`src/glq_pkg.sv`:
```
// Shared types, constants and helper functions of the glyph quad layout engine.
`timescale 1ns / 1ps

package glq_pkg;

    localparam int FIRST_CODE_DEF  = 32;
    localparam int GLYPH_COUNT_DEF = 96;

    localparam int POS_W    = 20;
    localparam int METRIC_W = 62;
    localparam int TEX_W    = 48;
    localparam int QDEPTH   = 4;
    localparam int QCOUNT_W = $clog2(QDEPTH + 1);
    localparam int QPTR_W   = $clog2(QDEPTH);

    localparam int S_TDATA_W = 160;
    localparam int M_TDATA_W = 96;

    // Input modes carried on s_tuser.
    localparam logic [1:0] MODE_LOAD  = 2'd0;
    localparam logic [1:0] MODE_START = 2'd1;
    localparam logic [1:0] MODE_CHAR  = 2'd2;

    localparam logic [7:0] CHAR_NEWLINE = 8'd10;
    localparam logic [7:0] CHAR_TAB     = 8'd9;
    localparam int         CHAR_SPACE   = 32;
    localparam int         TAB_SHIFT    = 2;  // four space advances

    // Configuration register indexes.
    localparam logic [1:0] REG_TOP_OFFSET   = 2'd0;
    localparam logic [1:0] REG_LINE_ADVANCE = 2'd1;
    localparam logic [1:0] REG_DRAW_COLOR   = 2'd2;

    // Item classes handed from the decode stage to the position stage.
    localparam logic [2:0] KIND_NOP     = 3'd0;
    localparam logic [2:0] KIND_START   = 3'd1;
    localparam logic [2:0] KIND_NEWLINE = 3'd2;
    localparam logic [2:0] KIND_TAB     = 3'd3;
    localparam logic [2:0] KIND_GLYPH   = 3'd4;

    typedef struct packed {
        logic [POS_W-1:0] x0;
        logic [POS_W-1:0] y0;
        logic [POS_W-1:0] x1;
        logic [POS_W-1:0] y1;
        logic [TEX_W-1:0] tex;
    } quad_t;

    function automatic int addr_width(input int depth);
        return (depth > 1) ? $clog2(depth) : 1;
    endfunction

    // Clamp a 21-bit two's complement sum to the 20-bit position range.
    function automatic logic [POS_W-1:0] sat_pos(input logic [POS_W:0] v);
        logic [POS_W-1:0] r;
        if (v[POS_W] != v[POS_W-1]) begin
            r = v[POS_W] ? {1'b1, {(POS_W-1){1'b0}}} : {1'b0, {(POS_W-1){1'b1}}};
        end else begin
            r = v[POS_W-1:0];
        end
        return r;
    endfunction

endpackage

```
`src/glq_queue.sv`:
```
// Short queue of finished glyph quads between the front end and the vertex emitter.
`timescale 1ns / 1ps

module glq_queue (
    input  logic                          aclk,
    input  logic                          aresetn,
    input  logic                          push_valid,
    input  glq_pkg::quad_t                push_data,
    input  logic                          pop,
    output logic [glq_pkg::QCOUNT_W-1:0]  count,
    output glq_pkg::quad_t                head
);

    glq_pkg::quad_t                    slot_reg [glq_pkg::QDEPTH];
    logic [glq_pkg::QPTR_W-1:0]        wr_ptr_reg, rd_ptr_reg;
    logic [glq_pkg::QCOUNT_W-1:0]      count_reg, count_next;

    always_comb begin
        count_next = count_reg;
        unique case ({push_valid, pop})
            2'b10:   count_next = count_reg + 1'b1;
            2'b01:   count_next = count_reg - 1'b1;
            default: count_next = count_reg;
        endcase
    end

    always_ff @(posedge aclk) begin
        if (!aresetn) begin
            wr_ptr_reg <= '0;
            rd_ptr_reg <= '0;
            count_reg  <= '0;
        end else begin
            if (push_valid) begin
                wr_ptr_reg <= wr_ptr_reg + 1'b1;
            end
            if (pop) begin
                rd_ptr_reg <= rd_ptr_reg + 1'b1;
            end
            count_reg <= count_next;
        end
        if (push_valid) begin
            slot_reg[wr_ptr_reg] <= push_data;
        end
    end

    assign count = count_reg;
    assign head  = slot_reg[rd_ptr_reg];

endmodule

```
`config.mk`:
```
export PLATFORM = sky130hd
export DESIGN_NAME = glq_queue
export DESIGN_NICKNAME = d
export VERILOG_FILES = /design/src/glq_pkg.sv /design/src/glq_queue.sv
export SDC_FILE = /design/constraint.sdc
export NUM_CORES = 1
export LEC_CHECK = 0
export BUFFER_PORTS_ARGS = -buffer_cell sky130_fd_sc_hd__buf_4
export CAP_MARGIN = 10
export CORE_MARGIN = 1.5
export CORE_UTILIZATION = 28
export CTS_BUF_LIST = sky130_fd_sc_hd__clkbuf_8
export DETAILED_ROUTE_END_ITERATION = 12
export GPL_ROUTABILITY_DRIVEN = 0
export MAX_ROUTING_LAYER = met4
export SLEW_MARGIN = 20
export SYNTH_ARGS = -nofsm -noshare
export SYNTH_HDL_FRONTEND = slang
export SYNTH_SLANG_ARGS = --single-unit
```
`constraint.sdc`:
```
create_clock -name aclk -period 4.1 [get_ports aclk]
set_clock_uncertainty 0.2 [all_clocks]
set_input_delay 0.205 -clock aclk [delete_from_list [all_inputs] [get_ports aclk]]
set_output_delay 0.205 -clock aclk [all_outputs]
set_load 0.005 [all_outputs]
```
## After elaboration in Yosys (flattened, before gate mapping)

Memory sizes are Yosys's and may differ from the RTL's. A register that Yosys moved wholly into a read port is not among the register bits.
Cells that the tools add are included.

| storage, ports and cells | value |
|---|---|
| flip-flop bits (word level) | 7 |
| memories | 1 |
| bits of input ports | 132 |
| output and inout port bits | 131 |
| memory bits (writable) | 512 |
| logic and storage cells | 16 |

| cells by class | value |
|---|---|
| add/subtract/negate cells | 4 |
| reductions and logical operators | 1 |
| muxes and demuxes | 5 |
| eq/ne operators | 2 |

Memories:

| name | words | bits a word | rd ports | clocked after memory_dff | write ports | line | source |
|---|---|---|---|---|---|---|---|
| slot_reg | 4 | 128 | 1 | 1 | 1 | glq_queue.sv:14 | `glq_pkg::quad_t slot_reg [glq_pkg::QDEPTH];` |

Operators by type and width:

| cell | count |
|---|---|
| one-hot mux 3 bit (2 select lines) | 1 |
| adder 2 x 1 -> 2 bit (second input constant) | 2 |
| 2-to-1 mux 2 bit | 2 |
| adder 3 x 1 -> 3 bit (second input constant) | 1 |
| subtractor 3 x 1 -> 3 bit (second input constant) | 1 |
| equality test 2 x 1 -> 1 bit (second input constant) | 1 |
| equality test 2 bit (second input constant) | 1 |
| 2-to-1 mux 1 bit | 2 |
| nonzero test 2 bit | 1 |

## Logic depth before layout (Yosys ltp)

Gate-level depths: netlist of the first run.

| logic depth | value |
|---|---|
| depth after elaboration | 3 |
| gate-level depth with buffers | 7 |
| gate-level depth less buffers | 7 |

## Worst setup path after synthesis of the first run

OpenSTA, ideal clock, no wires.

| path | value |
|---|---|
| path kind | flip-flop to flip-flop |
| from | reg wr_ptr_reg[0] (netlist bit) |
| to | mem slot_reg[0][0] (netlist bit) (enable) |
| setup time | 0.502 ns |
| path buffers | 0 |
| period minus slack after synthesis | 4.180 ns |
| arrival | 3.479 ns |
| data required time | 3.398 ns |
| cell stages (with the launch flop) | 4 |
| path slack | -0.080 ns |
| cell sequence | dfxtp_1 -> inv_1 -> ha_1 -> and2_1 |

RTL lines:

| element | line | source |
|---|---|---|
| start, declared | glq_queue.sv:15 | `logic [glq_pkg::QPTR_W-1:0] wr_ptr_reg, rd_ptr_reg;` |
| start signal, assigned | glq_queue.sv:34 | `wr_ptr_reg <= wr_ptr_reg + 1'b1;` |
| end, declared | glq_queue.sv:14 |  |

Straight into the memory's write port.

==> out/results.tsv, run 1 <==
metric	value	unit
worstSkewPairLatency	630	ps
clk_path_buf_depth	3	
core_area	67200	um^2
synth_top_area_cell	sky130_fd_sc_hd__edfxtp_1	
fin_crit	3090	ps
min_path_type	input pin to register	
synthesis.area	19000	um^2
finalNonFillerCells	2139	
setup-violations-final	0	
period_share	0.753	
port_buffers	262	
number_of_slew_limit_violations_in_the_final_report	0	
area_growth	32.0	%
clk_transition_reported_paths	60	ps
max_clock_freq	324	MHz
yosysTopAreaCellShare	0.809	
htree_levels	3	
antenna_left	0	
cts_buffers	87	
synth.net_count	850	
maxSlewHeadroom	0.360	
drt_first_iter_violations	633	
dr.pass1.iters	4	
die_area	69500	um^2
report.final.hold_viol_count	0	
number_of_antenna_violations_at_the_first_check_in_global_routing	5	
clock_sink_count	521	
req_time_crit_path	3690	ps
synthDistinctLibCells	19	
mostFrequentLayoutCell	sky130_fd_sc_hd__edfxtp_1	
worstSetupEndpointType	primary output	
rows	95	
yosys_register_bits	521	
largest_register_ffs	512	
mostFrequentLayoutCells	sky130_fd_sc_hd__edfxtp_1, sky130_fd_sc_hd__buf_4, sky130_fd_sc_hd__dlygate4sd3_1, sky130_fd_sc_hd__mux4_2, sky130_fd_sc_hd__clkbuf_8	
power.ir.vdd_worst	0.284	mV
synth_seq_area_share	0.818	
syn-instance-count	712	
status	complete, no violations	
post_drt_via_cell_ratio	4.29	
chipWidth	264	um
cts.root.buffer_cell	sky130_fd_sc_hd__clkbuf_8	
syn_area_per_cell	26.7	um^2
timing.critical_path.fanout_max	36	
maxCapViolations	0	
place_inst	1843	
grt_setup_unrepaired	no	
maximum_number_of_pins_on_one_net_before_global_route_repair	62	
dp_hpwl	23.4	mm
global_route.overflow_total	0	
layout-drive-gt1-share	0.418	
initial_core_util	0.283	
fin_tns_setup	0	ps
layout.filler_cells	6056	
timing_worst_slew_pin_value	960	ps
ys.warnings.count	0	
via_count_of_the_first_global_routing_pass	10500	
final_nets	1329	
power.static_leakage	0.00850	uW
routed_wirelength	40.4	mm
vias	9171	
crit_type	register to primary output	
p_per_area	469	nW/um^2
postCtsSetupBuffers	0	
arrival	2680	ps
die_y	264	um
grt_first_pass_wirelength	61.6	mm
synth.area.top_cells	sky130_fd_sc_hd__edfxtp_1, sky130_fd_sc_hd__mux4_2, sky130_fd_sc_hd__buf_12	
route.detailed.drc	0	
design.portCount	263	
wl_per_cell	18.9	um
groute.usage.overall	0.121	
cts_tree	done	
setup_crit_start_kind	register	
[cell usage after synthesis]
library cell               count
sky130_fd_sc_hd__nor2b_1       1
sky130_fd_sc_hd__o21ai_0       2
sky130_fd_sc_hd__fa_1          1
sky130_fd_sc_hd__mux2i_1       1
sky130_fd_sc_hd__and2_1       10
sky130_fd_sc_hd__buf_12       10
sky130_fd_sc_hd__ha_1          5
sky130_fd_sc_hd__nand2_1       2
sky130_fd_sc_hd__a21boi_0      1
sky130_fd_sc_hd__or3_1         1
sky130_fd_sc_hd__xnor2_1       2
sky130_fd_sc_hd__mux4_2      128
sky130_fd_sc_hd__xor2_1        3
sky130_fd_sc_hd__inv_1         6
sky130_fd_sc_hd__buf_6         4
sky130_fd_sc_hd__edfxtp_1    512
sky130_fd_sc_hd__buf_2        13
sky130_fd_sc_hd__dfxtp_1       9
sky130_fd_sc_hd__clkbuf_1      1
[what timing repair did]
item / 4_1_cts / 5_1_grt
endpoints found under the hold margin: 533 / 0
hold buffers: 132 / 0
resized for setup: 0 / 0
[final timing paths]
| path | from | endpoint | slack [ps] | cells after the start |
|---|---|---|---|---|
| max | register | head[116] | 1010 | 3 |
| min | push_data[28] | slot_reg[2][28] | 110 | 2 |
| max reg2reg | wr_ptr_reg[0] | slot_reg[3][93] | 1850 | 3 |
| min reg2reg | count[2] | count[2] | 310 | 2 |
[where the power goes]
part           internal, uW  leakage, uW  switching, uW
sequential             6120      0.00478           92.4
combinational           739      0.00281            554
clock                  2240     0.000910           2030
total                  9100      0.00850           2670
[cells by family after synthesis]
kind of cell,after synthesis,share of synthesized area
xor gates and xnor gates,5,0.00230
buffers and inverters,34,0.0177
DFF,521,0.818
adders and majority gates,6,0.00434
and+or+nand+nor,14,0.00434
AOI/OAI and AO/OA,3,0.000922
muxes,129,0.152
[metal layers]
metal  wire length, um  up-vias  track usage
li1                  -     4058            -
met1             16900     4777        0.143
met2             20100      266        0.197
met3              2630       70       0.0373
met4               799        0       0.0370
met5                 0        -            -
[layout make-up]
type | instances | area (um^2) | share of cell area
tap | 873 | 1090 | 0.0435
inverter | 6 | 22.5 | 0.000898
clock inverter | 69 | 384 | 0.0153
sequential | 521 | 15600 | 0.620
antenna | 5 | 12.5 | 0.000499
timing repair buffer | 418 | 3640 | 0.145
multi-input combinational | 157 | 3130 | 0.125
clock buffer | 90 | 1240 | 0.0494
[worst max-delay path, stage by stage, from the launching register on]
cell,delay (ps)
sky130_fd_sc_hd__dfxtp_4,940
sky130_fd_sc_hd__buf_4,380
sky130_fd_sc_hd__mux4_2,540
sky130_fd_sc_hd__buf_4,150
[through the flow]
| stage | hold WS [ps] | worst slack (ps) | area, um^2 | utilization | total power (uW) |
|---|---|---|---|---|---|
| after floorplan | 104 | 1340 | 19000 | - | 6890 |
| after global placement | 204 | 1610 | 22100 | 0.330 | 7520 |
| after detailed placement | 208 | 1580 | 22100 | 0.330 | 7540 |
| after CTS | 2.30 | 818 | 25100 | 0.373 | 12000 |
| after global routing | 35.5 | 731 | 25100 | 0.373 | 12300 |
| final | 107 | 1010 | 25100 | 0.374 | 11800 |
Note: power is estimated with default switching activity, not from simulation.
==> run 2: changes to the inputs <==
--- a/config.mk
+++ b/config.mk
@@ -5,6 +5,7 @@
 export SDC_FILE = /design/constraint.sdc
 export NUM_CORES = 1
 export LEC_CHECK = 0
+export ABC_AREA = 1
 export BUFFER_PORTS_ARGS = -buffer_cell sky130_fd_sc_hd__buf_4
 export CAP_MARGIN = 10
 export CORE_MARGIN = 1.5
==> constraint.sdc (replaced) <==
create_clock -name aclk -period 2.65 [get_ports aclk]
set_clock_uncertainty 0.2 [all_clocks]
set_input_delay 0.1325 -clock aclk [delete_from_list [all_inputs] [get_ports aclk]]
set_output_delay 0.1325 -clock aclk [all_outputs]
set_load 0.005 [all_outputs]
==> run 2 against run 1 <==
Against the previous run: core utilization increased by 1.5 points; sequential power increased by 53%; synthesized cell count increased by 82%; first-iteration DRC count increased by 42%; worst setup slack got worse by 990 ps; count of clock-buffer cells in the layout increased by 1; cell area increased by 8.4%.
==> out/results.tsv, run 2 <==
metric	value	unit
worstSkewPairLatency	640	ps
syn_area_per_cell	15.3	um^2
vias	13100	
setup-violations-final	0	
cts.root.buffer_cell	sky130_fd_sc_hd__clkbuf_8	
critical_path_buffer_and_inverter_count	6	
power.static_leakage	0.00956	uW
report.final.hold_viol_count	0	
cts_buffers	88	
post_drt_via_cell_ratio	4.57	
core_area	69900	um^2
p_per_area	676	nW/um^2
finalNonFillerCells	2859	
setup_crit_start_kind	input pin	
mostFrequentLayoutCells	sky130_fd_sc_hd__edfxtp_1, sky130_fd_sc_hd__buf_4, sky130_fd_sc_hd__dlygate4sd3_1, sky130_fd_sc_hd__nor2_1, sky130_fd_sc_hd__o21ai_0	
maxSlewHeadroom	0.611	
yosysMostFrequentCell	sky130_fd_sc_hd__edfxtp_1	
routed_wirelength	50.3	mm
place_inst	2444	
port_buffers	262	
timing_worst_slew_pin_value	584	ps
grt_first_pass_wirelength	75.0	mm
dr.pass1.iters	5	
clk_path_buf_depth	3	
rows	97	
timing.critical_path.fanout_max	5	
layout-drive-gt1-share	0.257	
number_of_antenna_violations_at_the_first_check_in_global_routing	4	
synthDistinctLibCells	24	
worst_hold_slack	69.4	ps
wl_per_cell	17.6	um
synth.area.top_cells	sky130_fd_sc_hd__edfxtp_1, sky130_fd_sc_hd__nor2_1, sky130_fd_sc_hd__o21ai_0	
min_path_type	input pin to register	
area_growth	37.7	%
chipWidth	269	um
maximum_number_of_pins_on_one_net_before_global_route_repair	79	
htree_levels	3	
syn-instance-count	1293	
global_route.overflow_total	0	
antenna_left	0	
arrival	2950	ps
maxCapViolations	0	
crit_type	input pin to register	
crit_chain	dlygate4sd3_1 -> buf_4 -> inv_2 -> ha_1 -> dlygate4sd3_1 -> inv_1 -> fa_1 -> nand2_1 -> nand4_1 -> dlygate4sd3_1 -> nand2_1 -> nor2_1	
via_count_of_the_first_global_routing_pass	13700	
status	complete, no violations	
final_nets	1994	
yosys_register_bits	521	
grt_setup_unrepaired	yes	
mostFrequentLayoutCell	sky130_fd_sc_hd__edfxtp_1	
worstSetupEndpointType	register	
initial_core_util	0.283	
die_area	72200	um^2
period_share	0.990	
clk_transition_reported_paths	50	ps
synth_seq_area_share	0.787	
number_of_slew_limit_violations_in_the_final_report	0	
largest_register_ffs	512	
max_clock_freq	381	MHz
dp_hpwl	27.1	mm
placement.setup.worst_slack	575	ps
route.detailed.drc	0	
synthesis.area	19800	um^2
design.portCount	263	
power.ir.vdd_worst	0.439	mV
cts_tree	done	
synth_edf_count	512	
ys.warnings.count	0	
drt_first_iter_violations	896	
req_time_crit_path	2980	ps
async_reset_ff_frac	0	
groute.usage.overall	0.140	
worst_path_largest_cell_delay	580	ps
postSynth.topFlopCell	sky130_fd_sc_hd__edfxtp_1	
die_y	269	um
critical_path.top_delay_family	buffers and inverters	
fin_crit	2620	ps
post-route-worst-setup-slack	26.2	ps
placedInstanceArea	22800	um^2
total_power	18400	uW
yosysTopAreaCellShare	0.778	
synth_top_area_cell	sky130_fd_sc_hd__edfxtp_1	
synth.net_count	1431	
clock_sink_count	521	
worst_path_max_delay_cell	sky130_fd_sc_hd__dlygate4sd3_1	
critical_path.most_common_cell	sky130_fd_sc_hd__dlygate4sd3_1	
layout.cell_area.non_filler	27200	um^2
netlist_top_cells_count	sky130_fd_sc_hd__edfxtp_1, sky130_fd_sc_hd__nor2_1, sky130_fd_sc_hd__o21ai_0, sky130_fd_sc_hd__o21ai_1, sky130_fd_sc_hd__o22ai_1	
## run 2: cell count changes after synthesis, sizes merged, moves of 5 or more
cell	change
inv	+11
buf	+23
o21ai	+260
and2	-10
a21oi	+5
nand2	+7
nor2	+259
clkbuf	+33
o22ai	+128
mux4	-128
## run 2: area by class of cell
type                    count  area, um^2
inverters                  17         103
clock inverters            57         343
diodes                      5        12.5
well taps                 940        1180
fillers                  6555       42700
multi-input cells         671        3580
flip-flops and latches    521       15600
clock buffers              91        1250
repair buffers            557        5160
## run 2: cells by family (layout without fill, tap and decap cells)
logic type	Yosys count	count (layout)	synth area share
buffers and inverters	101	722	0.0324
and+or+nand+nor	270	270	0.0553
DFF	521	521	0.787
AOI/OAI and AO/OA	395	395	0.121
other	0	5	0
adders and majority gates	6	6	0.00418
## run 2: timing repair
item	in CTS	in global routing
endpoints found under the setup margin	89	10
hold endpoints to repair	543	0
resized for setup	10	5
cloned	3	0
buffers inserted	0	1
pin swaps	0	0
hold buffers	258	0
## run 2: where the power goes
group | internal [uW] | leakage, uW | switching (uW)
logic | 1080 | 0.00389 | 1160
registers | 9430 | 0.00478 | 97.9
clock network | 3540 | 0.000892 | 3090
## run 2: worst paths after layout
path / from / depth (start not counted) / slack [ps] / end
hold reg to reg: rd_ptr_reg[1] / 1 / 250 / register
setup reg to reg: wr_ptr_reg[0] / 6 / 330 / wr_ptr_reg[1]
setup / recovery: push_valid / 12 / 30 / count[2]
hold / removal: push_data[84] / 2 / 70 / slot_reg[0][84]
## run 2: stage by stage
stage,TNS (ps),utilization
2_1_floorplan,-218180,-
3_3_place_gp,0,0.327
3_5_place_dp,0,0.327
4_1_cts,0,0.388
5_1_grt,-7.05,0.389
6_report,0,0.389
## run 2: worst register-to-register path: stages (launching register included)
cell and delay, ps:
sky130_fd_sc_hd__dfxtp_2 330, sky130_fd_sc_hd__inv_2 80, sky130_fd_sc_hd__ha_2 260, sky130_fd_sc_hd__o21ai_0 170, sky130_fd_sc_hd__dlygate4sd3_1 580, sky130_fd_sc_hd__a21oi_1 40, sky130_fd_sc_hd__dlygate4sd3_1 550
## run 2: per-layer routing
| layer | vias to the layer above | GRT usage | part of all wire |
|---|---|---|---|
| met1 | 6529 | 0.159 | 0.40 |
| li1 | 6053 | - | - |
| met2 | 404 | 0.233 | 0.50 |
| met4 | 0 | 0.0595 | 0.025 |
| met3 | 89 | 0.0380 | 0.071 |
| met5 | - | - | 0 |
