### config.mk
export PLATFORM = sky130hd
export DESIGN_NAME = glq_back
export DESIGN_NICKNAME = d
export VERILOG_FILES = /design/src/glq_pkg.sv /design/src/glq_back.sv
export SDC_FILE = /design/constraint.sdc
export NUM_CORES = 1
export LEC_CHECK = 0
export BUFFER_PORTS_ARGS = -buffer_cell sky130_fd_sc_hd__buf_2
export CELL_PAD_IN_SITES_DETAIL_PLACEMENT = 0
export CELL_PAD_IN_SITES_GLOBAL_PLACEMENT = 1
export CORE_UTILIZATION = 40
export CTS_CLUSTER_SIZE = 30
export DETAILED_ROUTE_END_ITERATION = 7
export GPL_TIMING_DRIVEN = 1
export MAX_ROUTING_LAYER = met4
export PLACE_DENSITY_LB_ADDON = 0.1
export SLEW_MARGIN = 20
export SYNTH_ARGS = -nofsm -noshare
export SYNTH_HDL_FRONTEND = slang
export SYNTH_SLANG_ARGS = --single-unit
### constraint.sdc
create_clock -name aclk -period 6.75 [get_ports aclk]
set_input_delay 1.35 -clock aclk [delete_from_list [all_inputs] [get_ports aclk]]
set_output_delay 1.35 -clock aclk [all_outputs]
set_load 0.01 [all_outputs]
### src/glq_pkg.sv
// Shared types, constants and helper functions of the glyph quad layout engine.
`timescale 1ns / 1ps

package glq_pkg;

    localparam int FIRST_CODE_DEF  = 32;
    localparam int GLYPH_COUNT_DEF = 96;

    localparam int POS_W    = 20;
    localparam int METRIC_W = 62;
    localparam int TEX_W    = 48;
    localparam int QDEPTH   = 4;
    localparam int QCOUNT_W = $clog2(QDEPTH + 1);
    localparam int QPTR_W   = $clog2(QDEPTH);

    localparam int S_TDATA_W = 160;
    localparam int M_TDATA_W = 96;

    // Input modes carried on s_tuser.
    localparam logic [1:0] MODE_LOAD  = 2'd0;
    localparam logic [1:0] MODE_START = 2'd1;
    localparam logic [1:0] MODE_CHAR  = 2'd2;

    localparam logic [7:0] CHAR_NEWLINE = 8'd10;
    localparam logic [7:0] CHAR_TAB     = 8'd9;
    localparam int         CHAR_SPACE   = 32;
    localparam int         TAB_SHIFT    = 2;  // four space advances

    // Configuration register indexes.
    localparam logic [1:0] REG_TOP_OFFSET   = 2'd0;
    localparam logic [1:0] REG_LINE_ADVANCE = 2'd1;
    localparam logic [1:0] REG_DRAW_COLOR   = 2'd2;

    // Item classes handed from the decode stage to the position stage.
    localparam logic [2:0] KIND_NOP     = 3'd0;
    localparam logic [2:0] KIND_START   = 3'd1;
    localparam logic [2:0] KIND_NEWLINE = 3'd2;
    localparam logic [2:0] KIND_TAB     = 3'd3;
    localparam logic [2:0] KIND_GLYPH   = 3'd4;

    typedef struct packed {
        logic [POS_W-1:0] x0;
        logic [POS_W-1:0] y0;
        logic [POS_W-1:0] x1;
        logic [POS_W-1:0] y1;
        logic [TEX_W-1:0] tex;
    } quad_t;

    function automatic int addr_width(input int depth);
        return (depth > 1) ? $clog2(depth) : 1;
    endfunction

    // Clamp a 21-bit two's complement sum to the 20-bit position range.
    function automatic logic [POS_W-1:0] sat_pos(input logic [POS_W:0] v);
        logic [POS_W-1:0] r;
        if (v[POS_W] != v[POS_W-1]) begin
            r = v[POS_W] ? {1'b1, {(POS_W-1){1'b0}}} : {1'b0, {(POS_W-1){1'b1}}};
        end else begin
            r = v[POS_W-1:0];
        end
        return r;
    endfunction

endpackage

### src/glq_back.sv
// Back end: expands each queued quad into six vertices on the output stream.
`timescale 1ns / 1ps

module glq_back (
    input  logic                          aclk,
    input  logic                          aresetn,
    input  logic [glq_pkg::QCOUNT_W-1:0]  q_count,
    input  glq_pkg::quad_t                q_head,
    output logic                          pop,
    input  logic [31:0]                   draw_color,
    output logic                          m_tvalid,
    input  logic                          m_tready,
    output logic [glq_pkg::M_TDATA_W-1:0] m_tdata,
    output logic                          m_tlast
);

    localparam logic [2:0] LAST_VTX = 3'd5;

    glq_pkg::quad_t                 quad_reg;
    logic                           busy_reg, busy_next;
    logic [2:0]                     vtx_reg, vtx_next;
    logic                           m_tvalid_reg, m_tvalid_next;
    logic [glq_pkg::M_TDATA_W-1:0]  m_tdata_reg;
    logic                           m_tlast_reg;
    logic                           q_valid;
    logic                           advance;
    logic                           emit;
    logic                           use_x1, use_y1;
    logic [glq_pkg::POS_W-1:0]      vx, vy;
    logic [11:0]                    vu, vv;

    assign q_valid = (q_count != '0);
    assign advance = !m_tvalid_reg || m_tready;
    assign emit    = busy_reg && advance;
    assign pop     = q_valid && (!busy_reg || (emit && (vtx_reg == LAST_VTX)));

    // Corner order: (x0,y0) (x1,y0) (x1,y1) (x0,y0) (x1,y1) (x0,y1).
    assign use_x1 = (vtx_reg == 3'd1) || (vtx_reg == 3'd2) || (vtx_reg == 3'd4);
    assign use_y1 = (vtx_reg == 3'd2) || (vtx_reg == 3'd4) || (vtx_reg == 3'd5);
    assign vx = use_x1 ? quad_reg.x1 : quad_reg.x0;
    assign vy = use_y1 ? quad_reg.y1 : quad_reg.y0;
    assign vu = use_x1 ? quad_reg.tex[35:24] : quad_reg.tex[11:0];
    assign vv = use_y1 ? quad_reg.tex[47:36] : quad_reg.tex[23:12];

    always_comb begin
        busy_next     = busy_reg;
        vtx_next      = vtx_reg;
        m_tvalid_next = m_tvalid_reg;
        if (advance) begin
            m_tvalid_next = busy_reg;
        end
        if (pop) begin
            busy_next = 1'b1;
            vtx_next  = '0;
        end else if (emit) begin
            if (vtx_reg == LAST_VTX) begin
                busy_next = 1'b0;
            end
            vtx_next = vtx_reg + 1'b1;
        end
    end

    always_ff @(posedge aclk) begin
        if (!aresetn) begin
            busy_reg     <= 1'b0;
            vtx_reg      <= '0;
            m_tvalid_reg <= 1'b0;
        end else begin
            busy_reg     <= busy_next;
            vtx_reg      <= vtx_next;
            m_tvalid_reg <= m_tvalid_next;
        end
        if (pop) begin
            quad_reg <= q_head;
        end
        if (emit) begin
            m_tdata_reg <= {draw_color, vv, vu, vy, vx};
            m_tlast_reg <= (vtx_reg == LAST_VTX);
        end
    end

    assign m_tvalid = m_tvalid_reg;
    assign m_tdata  = m_tdata_reg;
    assign m_tlast  = m_tlast_reg;

endmodule

# ---- Word-level counts from Yosys, hierarchy flattened
# Index checks and enable logic that the tools add are counted.
dict set report op_classes {
  n_addsub 1
  n_eq_ne 4
  n_mux 7
  n_bitwise 1
  reduce_logical 16
}
# op n
set op_table {}
lappend op_table {{two-way mux 20 bit} 2}
lappend op_table {{two-way mux 12 bit} 2}
lappend op_table {{== test 3 bit, second input constant} 2}
lappend op_table {{logical OR 1 bit} 6}
lappend op_table {{nonzero test 2 bit} 2}
lappend op_table {{adder 3 x 1 -> 3 bit, second input constant} 1}
lappend op_table {{== test 3 x 1 -> 1 bit, second input constant} 1}
lappend op_table {{== test 3 x 2 -> 1 bit, second input constant} 1}
lappend op_table {{logical AND 1 bit} 3}
lappend op_table {{two-way mux 1 bit} 3}
lappend op_table {{nonzero test 3 bit} 1}
lappend op_table {{zero test 1 bit} 2}
lappend op_table {{AND reduction 2 bit} 1}
lappend op_table {{OR reduction 2 bit} 1}
lappend op_table {{inverter 1 bit} 1}
dict set report word_totals {
  regBits 230
  in_bits 166
  output_inout_bits 99
  word_cells 39
}

# ---- Depth between registers and ports, before layout
# Gate-level depths: netlist of the first run.
dict set report logic_depth {
  depth_word 8
  mapped_depth 6
  mapped_depth_nobuf 5
}

# ---- Worst setup path after synthesis of the first run
# Ideal clock, no wire load.
dict set report synth_path {
  path_kind {input to output}
  startpoint {in m_tready}
  endpoint {out pop}
  t_arrival_ps 4686
  required_ps 5400
  setup_slack_ps 714
  stages 3
  n_path_buf 0
  path_cell_list {nand2b_1 > a21o_1 > and2_1}
}
dict set report synth_between {
  elab_chain_cells 5
}
# element line_no
set synth_rtl {}
lappend synth_rtl {{from (decl)} glq_back.sv:12} ;# input logic m_tready,
lappend synth_rtl {{logical OR 1 bit} glq_back.sv:33} ;# assign advance = !m_tvalid_reg || m_tready;
lappend synth_rtl {{logical AND 1 bit} glq_back.sv:34} ;# assign emit = busy_reg && advance;
lappend synth_rtl {{logical AND 1 bit} glq_back.sv:35} ;# assign pop = q_valid && (!busy_reg || (emit && (vtx_reg == LAST_VTX)));
lappend synth_rtl {{logical OR 1 bit} glq_back.sv:35}
lappend synth_rtl {{logical AND 1 bit} glq_back.sv:35}
lappend synth_rtl {{to (decl)} glq_back.sv:9} ;# output logic pop,
# Every way passes these cells.

# ---- Worst setup path in the final report of the first run
# Ends and elaborated chain as after synthesis.

==> impl_results.md, run 1 <==
- Outcome: finished, final reports clean
- First-pass GRT wire length: 21,700 µm
- Initial antenna violation count: 1
- Hold_sp: quad_reg[78]
- Gate count after technology mapping: between 300 and 400
- Hold Crit Class: flip-flop to flip-flop
- Crit-path max FO: 42
- Post-synth top area share: 0.858
- # fillers: about 1,600
- Via density: approximately 4.5
- Total of cells resized after clock tree synthesis: 0
- Critical R2R Launch: vtx_reg[1]
- FP Rows: 50
- Grt ovf: 0
- Routability cong.: around 0.74
- Period utilization: 0.581
- Post-synth cell types: 23
- Post-DRT Antenna Nets: 0
- DR vias: 4,072
- Post-Syn Area per Cell: between 20 and 25 µm²
- Post-synth EDFFs: 225
- Synth Warn #: 0
- Max-cap check violation count: 0
- Top post-synthesis cells by count: edfxtp_1 (225), mux2_2 (58), buf_6 (6), mux2_1 (6), dfxtp_1 (5)
- Endpoint, Worst Hold: m_tdata[10]
- Hold buffer count at cts: 0
- Largest net degree at the start of global routing: between 80 and 90
- Die height: ~140 µm
- Clock Sink Count: 230
- Final std cell area, no fill: about 10,000 µm²
- Reg2reg end: quad_reg[101]
- GRT Total Usage: 0.146
- Most common cell in the netlist: edfxtp_1
- Syn Nets: about 500
- Vias in the first global route: 4,163
- Worst Path Arrival: about 2.6 ns
- Synth Flop Type: edfxtp_1
- Top post-synthesis cells by area: edfxtp_1 (86%), mux2_2 (8.3%), dfxtp_1 (1.3%)
- Clock Pin Slew Worst Setup and Hold Paths: 0.06 ns
- Most common cell on crit path: buf_2
- Final setup viols: 0
- Max reg flops: 128
- Total design power: 3.12 mW
- Seq/Total Area, Yosys: 0.870
- CP peak stage delay: 0.52 ns
- Worst hold path stage count: 1
- Area post-placement: ~9500 µm²
- Share of post-route cells with drive strength above 1: 0.574
- RSZ-0062 raised after global routing: false
- Req. time, crit path: about 5.4 ns
- Crit path cell chain: buf_2, nand2b_1, a21o_1, and2_4, buf_2
- Die ar.: roughly 20,000 µm²
- I/O pin count: between 200 and 300
- Startpoint types: input pin
- Fin crit period: 3.92 ns
- Area growth from synthesis to layout: 30.2%
- Nature of the critical path endpoint: output port
- Clock tree buffer depth: 3
- DR DRC count: 0
- Final hold violations: 0
- Buffers added on ports: roughly 260
- Iteration-0 DRC Markers: approximately 190
- Worst-case reg-to-reg path depth: 6
- Fin nets: 791
- H-tree levels: 1
- Slew headroom: 0.455
- Post-synth top area cell: edfxtp_1
- Kind of critical path: input pin to output port
- IR drop worst, VDD: roughly 0.22 mV
- Slowest-stage cell, CP: and2_4
- Power Dens Cells: around 300 nW/µm²
- CTS Buf Count: 24
- Core Util, Final: 0.539
- Root Buffer: clkbuf_16
- Final TNS setup: 0 ns
- Slew Viols, Final: 0
- Leak pwr: around 4.0 nW
- Initial Util: 0.414
- Worst reg2reg setup slack: a little over 4 ns
- Worst Tran Pin Value: between 0.8 and 0.9 ns
- CTS tree: yes
- Drt total wl: roughly 15,000 µm
- DIE WIDTH: 142 µm
- Postcts setup bufs: 0
- CORE AREA: ~19,000 µm²
- Fmax: 255 MHz
- DRT Pass-1 Iters: 4
- HPWL after DPL: between 9000 and 10,000 µm
- Synthesized cell area: ~7900 µm²
- Synth Register Bits: 230
- WL/cell: between 15 and 20 µm
- Hold slack: ~0.52 ns
- Post-synth ARST share: 0
- Worst-Skew Late Latency: between 0.5 and 0.6 ns
- Clock skew: around 0.01 ns
-- critical path, delay by kind of cell --
family                 cells  cell delay [ns]
buffers and inverters      2             0.31
AOI/OAI and AO/OA          1             0.22
and+or+nand+nor            2             0.67
-- worst max path at each step --
stage,end,cells past startpoint,slack (ns),from
finish,pop,5,2.83,m_tready
global route,pop,5,2.70,m_tready
CTS,pop,5,2.82,m_tready
detailed placement,pop,5,2.82,m_tready
global placement,pop,5,2.89,m_tready
floorplan,pop,3,0.71,m_tready
-- routing by layer --
metal,track usage,wire (µm),vias up
met3,0.0394,1240,26
met5,-,0,-
met2,0.241,7160,196
met1,0.175,5980,1941
li1,-,-,1909
met4,0.0447,310,0
-- report_power, final --
group	internal (mW)	switching, mW
clock	0.710	0.499
combinational	0.0932	0.111
sequential	1.69	0.0217
total	2.49	0.632
-- stage by stage --
stage | setup WS (ns) | cells
2_1_floorplan | 0.714 | 332
3_3_place_gp | 2.89 | 855
3_5_place_dp | 2.82 | 855
4_1_cts | 2.82 | 898
5_1_grt | 2.70 | 899
6_report | 2.83 | 900
-- cell type report --
class / count / area (µm²) / share of cell area
sequential: 230 / 6860 / 0.668
tap: 260 / 325 / 0.0317
timing repair buffer: 269 / 1360 / 0.133
multi-input combinational: 92 / 956 / 0.0932
inverter: 4 / 15.0 / 0.00146
antenna: 2 / 5.00 / 0.000488
clock inverter: 7 / 42.5 / 0.00415
clock buffer: 36 / 696 / 0.0678
-- kinds of logic after synthesis --
family / share of synthesized area
flip-flops: 0.870
buffers and inverters: 0.0105
multiplexers: 0.0915
AND/OR/NAND/NOR: 0.00953
adder cells (fa/ha/maj): 0.00635
AO/OA/AOI/OAI: 0.0118
-- cell usage in the layout, fill, tap and decap left out, drive strengths merged --
cell      n
nand3     2
o21ai     3
o22ai     1
ha        4
nor2b     1
a221oi    3
diode     2
dfxtp     5
mux2     64
or3       2
clkbuf   36
o31ai     1
nor2      1
a21o      1
nand2b    3
a21oi     2
inv       4
clkinv    7
nand2     1
nor3      1
buf     269
and2      2
edfxtp  225
(Power assumes the default switching activity.)
==> inputs of run 2 (changes only) <==
==> constraint.sdc (replaced) <==
create_clock -name aclk -period 3.9 [get_ports aclk]
set_input_delay 0.78 -clock aclk [delete_from_list [all_inputs] [get_ports aclk]]
set_output_delay 0.78 -clock aclk [all_outputs]
set_load 0.01 [all_outputs]
==> impl_results.md, run 2 (synthesized netlist as in run 1, its figures left out) <==
- Final setup viols: 0 (unchanged)
- Slew headroom: 0.418 (-0.0373)
- RSZ-0062 raised after global routing: false
- Clock skew: 0.00540 ns (-0.00450 ns)
- Root Buffer: clkbuf_16
- Crit-path max FO: 5 (-88%)
- Worst-case reg-to-reg path depth: 6 (unchanged)
- Fmax: roughly 370 MHz
- # placed instances: 855 (unchanged)
- H-tree levels: 1 (unchanged)
- Initial antenna violation count: 7 (+6)
- Hold buffer count at cts: 0 (unchanged)
- Startpoint types: flip-flop
- # fillers: 1,579 (-0.75%)
- Sequential share of power: 0.538 (-0.010)
- Outcome: finished, final reports clean
- Clock share of power: 0.397 (+0.010)
- Reg2reg end: m_tdata[31]
- Area growth from synthesis to layout: 30.8%
- Max-cap check violation count: 0 (unchanged)
- Dpl ws: 1.36 ns (-1.45 ns)
- Leak pwr: 4.03 nW (+0.25%)
- Pint: 4.40 mW (+77%)
- Sw Ratio: 0.200 (-0.00275)
- Clock tree buffer depth: 3 (unchanged)
- Max reg flops: 128 (unchanged)
- Commonest non-fill, non-tap cell in the layout: buf_2
- Fin nets: 792 (+0.13%)
- DR DRC count: 0 (unchanged)
- CTS tree: yes
- Initial Util: 0.414 (unchanged)
- GRT Total Usage: 0.147 (+0.000938)
- Kind of critical path: flip-flop to output port
- Final hold violations: 0 (unchanged)
- Worst hold path stage count: 1 (unchanged)
- Postcts setup bufs: 0 (unchanged)
- Nature of the critical path endpoint: output port
- Iteration-0 DRC Markers: 151 (-22%)
- Worst reg2reg setup slack: 1.43 ns (-2.64 ns)
- Vias in the first global route: 4,132 (-0.74%)
- Final TNS setup: 0 ns (unchanged)
- Clock Sink Count: 230 (unchanged)
- HPWL after DPL: 9700 µm (-0.11%)
- Endpoint, Worst Hold: quad_reg[20]
- Critical R2R Launch: vtx_reg[1]
- Die ar.: 20,300 µm² (unchanged)
- Final Non-Filler Cells: 906 (+0.67%)
- Worst Tran Pin Value: 0.873 ns (+0.0560 ns)
- Total of cells resized after clock tree synthesis: 0 (unchanged)
- FP Rows: 50 (unchanged)
- Largest net degree at the start of global routing: 129 (+45%)
- Slew Viols, Final: 0 (unchanged)
- Die height: 142 µm (unchanged)
- CORE AREA: 19,000 µm² (unchanged)
- Power Dens Cells: 533 nW/µm² (+75%)
- Worst-Skew Late Latency: 0.50 ns (about the same)
- Core Util, Final: 0.542 (+0.00257)
- DIE WIDTH: 142 µm (unchanged)
- Grt ovf: 0 (unchanged)
- I/O pin count: 265 (unchanged)
- DR vias: 4,085 (+0.32%)
- Routability cong.: 0.809 (+8.9%)
- Fin crit period: roughly 2.7 ns
- Period utilization: 0.688
- DRT Pass-1 Iters: 4 (unchanged)
- Req. time, crit path: 3.12 ns (-2.28 ns)
- Share of post-route cells with drive strength above 1: 0.568 (-0.00559)
- Post-DRT Antenna Nets: 0 (unchanged)
- Commonest non-fill, non-tap cells in the layout: buf_2 (264), edfxtp_1 (225), mux2_2 (58)
- Switching pwr: 1.10 mW (+74%)
- Hold Crit Class: input pin to flip-flop
- Drt total wl: 14,800 µm (+0.55%)
- Critical Path Start: vtx_reg[1]
- Hold_sp: q_head[20]
- Clock Pin Slew Worst Setup and Hold Paths: 0.06 ns (about the same)
- CTS Buf Count: 25 (+4.2%)
- Logic gate share of total power: 0.065 (about the same)
- Worst Path Arrival: 1.90 ns (-0.67 ns)
- Worst setup margin: 1.22 ns (-1.61 ns)
- Buffers added on ports: 264 (unchanged)
- IR drop worst, VDD: 0.329 mV (+50%)
- Via density: 4.51 (-0.35%)
- WL/cell: 16.3 µm (-0.11%)
- First-pass GRT wire length: 21,900 µm (+0.99%)
-- run 2: cell count changes in the layout (fill, tap and decap cells not counted), moves of 2 or more --
cell	before	now
clkbuf_8	5	0
clkbuf_1	7	11
diode_2	2	7
bufinv_16	0	2
buf_12	0	2
-- run 2: worst max-delay path by stage --
stage             endpoint  slack (ns)  depth (start not counted)
3_3_place_gp           pop        1.47                          4
3_5_place_dp   m_tdata[52]        1.36                          6
6_report               pop        1.22                          6
2_1_floorplan   m_tdata[0]        0.10                          2
4_1_cts                pop        1.19                          6
5_1_grt                pop        1.11                          6
-- run 2: area by class of cell --
cell class	instances	area [µm²]	area share
Multi-Input combinational cell	92	956	0.0927
Tap cell	260	325	0.0316
Sequential cell	230	6860	0.665
Antenna cell	7	17.5	0.00170
Clock buffer	36	667	0.0647
Inverter	4	15.0	0.00146
Timing Repair Buffer	269	1380	0.134
Clock inverter	8	86.3	0.00838
-- run 2: worst max-delay path: stages, from the launching register on --
cell,delay [ns]
dfxtp_1,0.38
inv_1,0.08
ha_1,0.23
and2_2,0.20
a21o_1,0.21
and2_4,0.17
buf_2,0.14
-- run 2: per-layer routing --
layer,wire length (µm),track usage,share of wire
met4,337,0.0475,0.023
met3,1550,0.0535,0.10
met1,5780,0.163,0.39
met5,0,-,0
met2,7110,0.247,0.48
-- run 2: metrics by stage --
step           power [mW]  hold WS [ns]  cell area (µm²)
2_1_floorplan        3.18         0.499             7880
5_1_grt              5.71         0.431            10300
3_3_place_gp         3.36         0.504             9540
4_1_cts              5.58         0.432            10300
3_5_place_dp         3.38         0.513             9540
6_report             5.49         0.454            10300
-- run 2: power groups by stage --
stage               clock [mW]  combinational, mW  sequential, mW
finish                    2.18              0.357            2.96
floorplan                    0              0.127            3.05
global route              2.34              0.392            2.97
detailed placement           0              0.366            3.01
CTS                       2.25              0.367            2.96
global placement             0              0.358            3.01
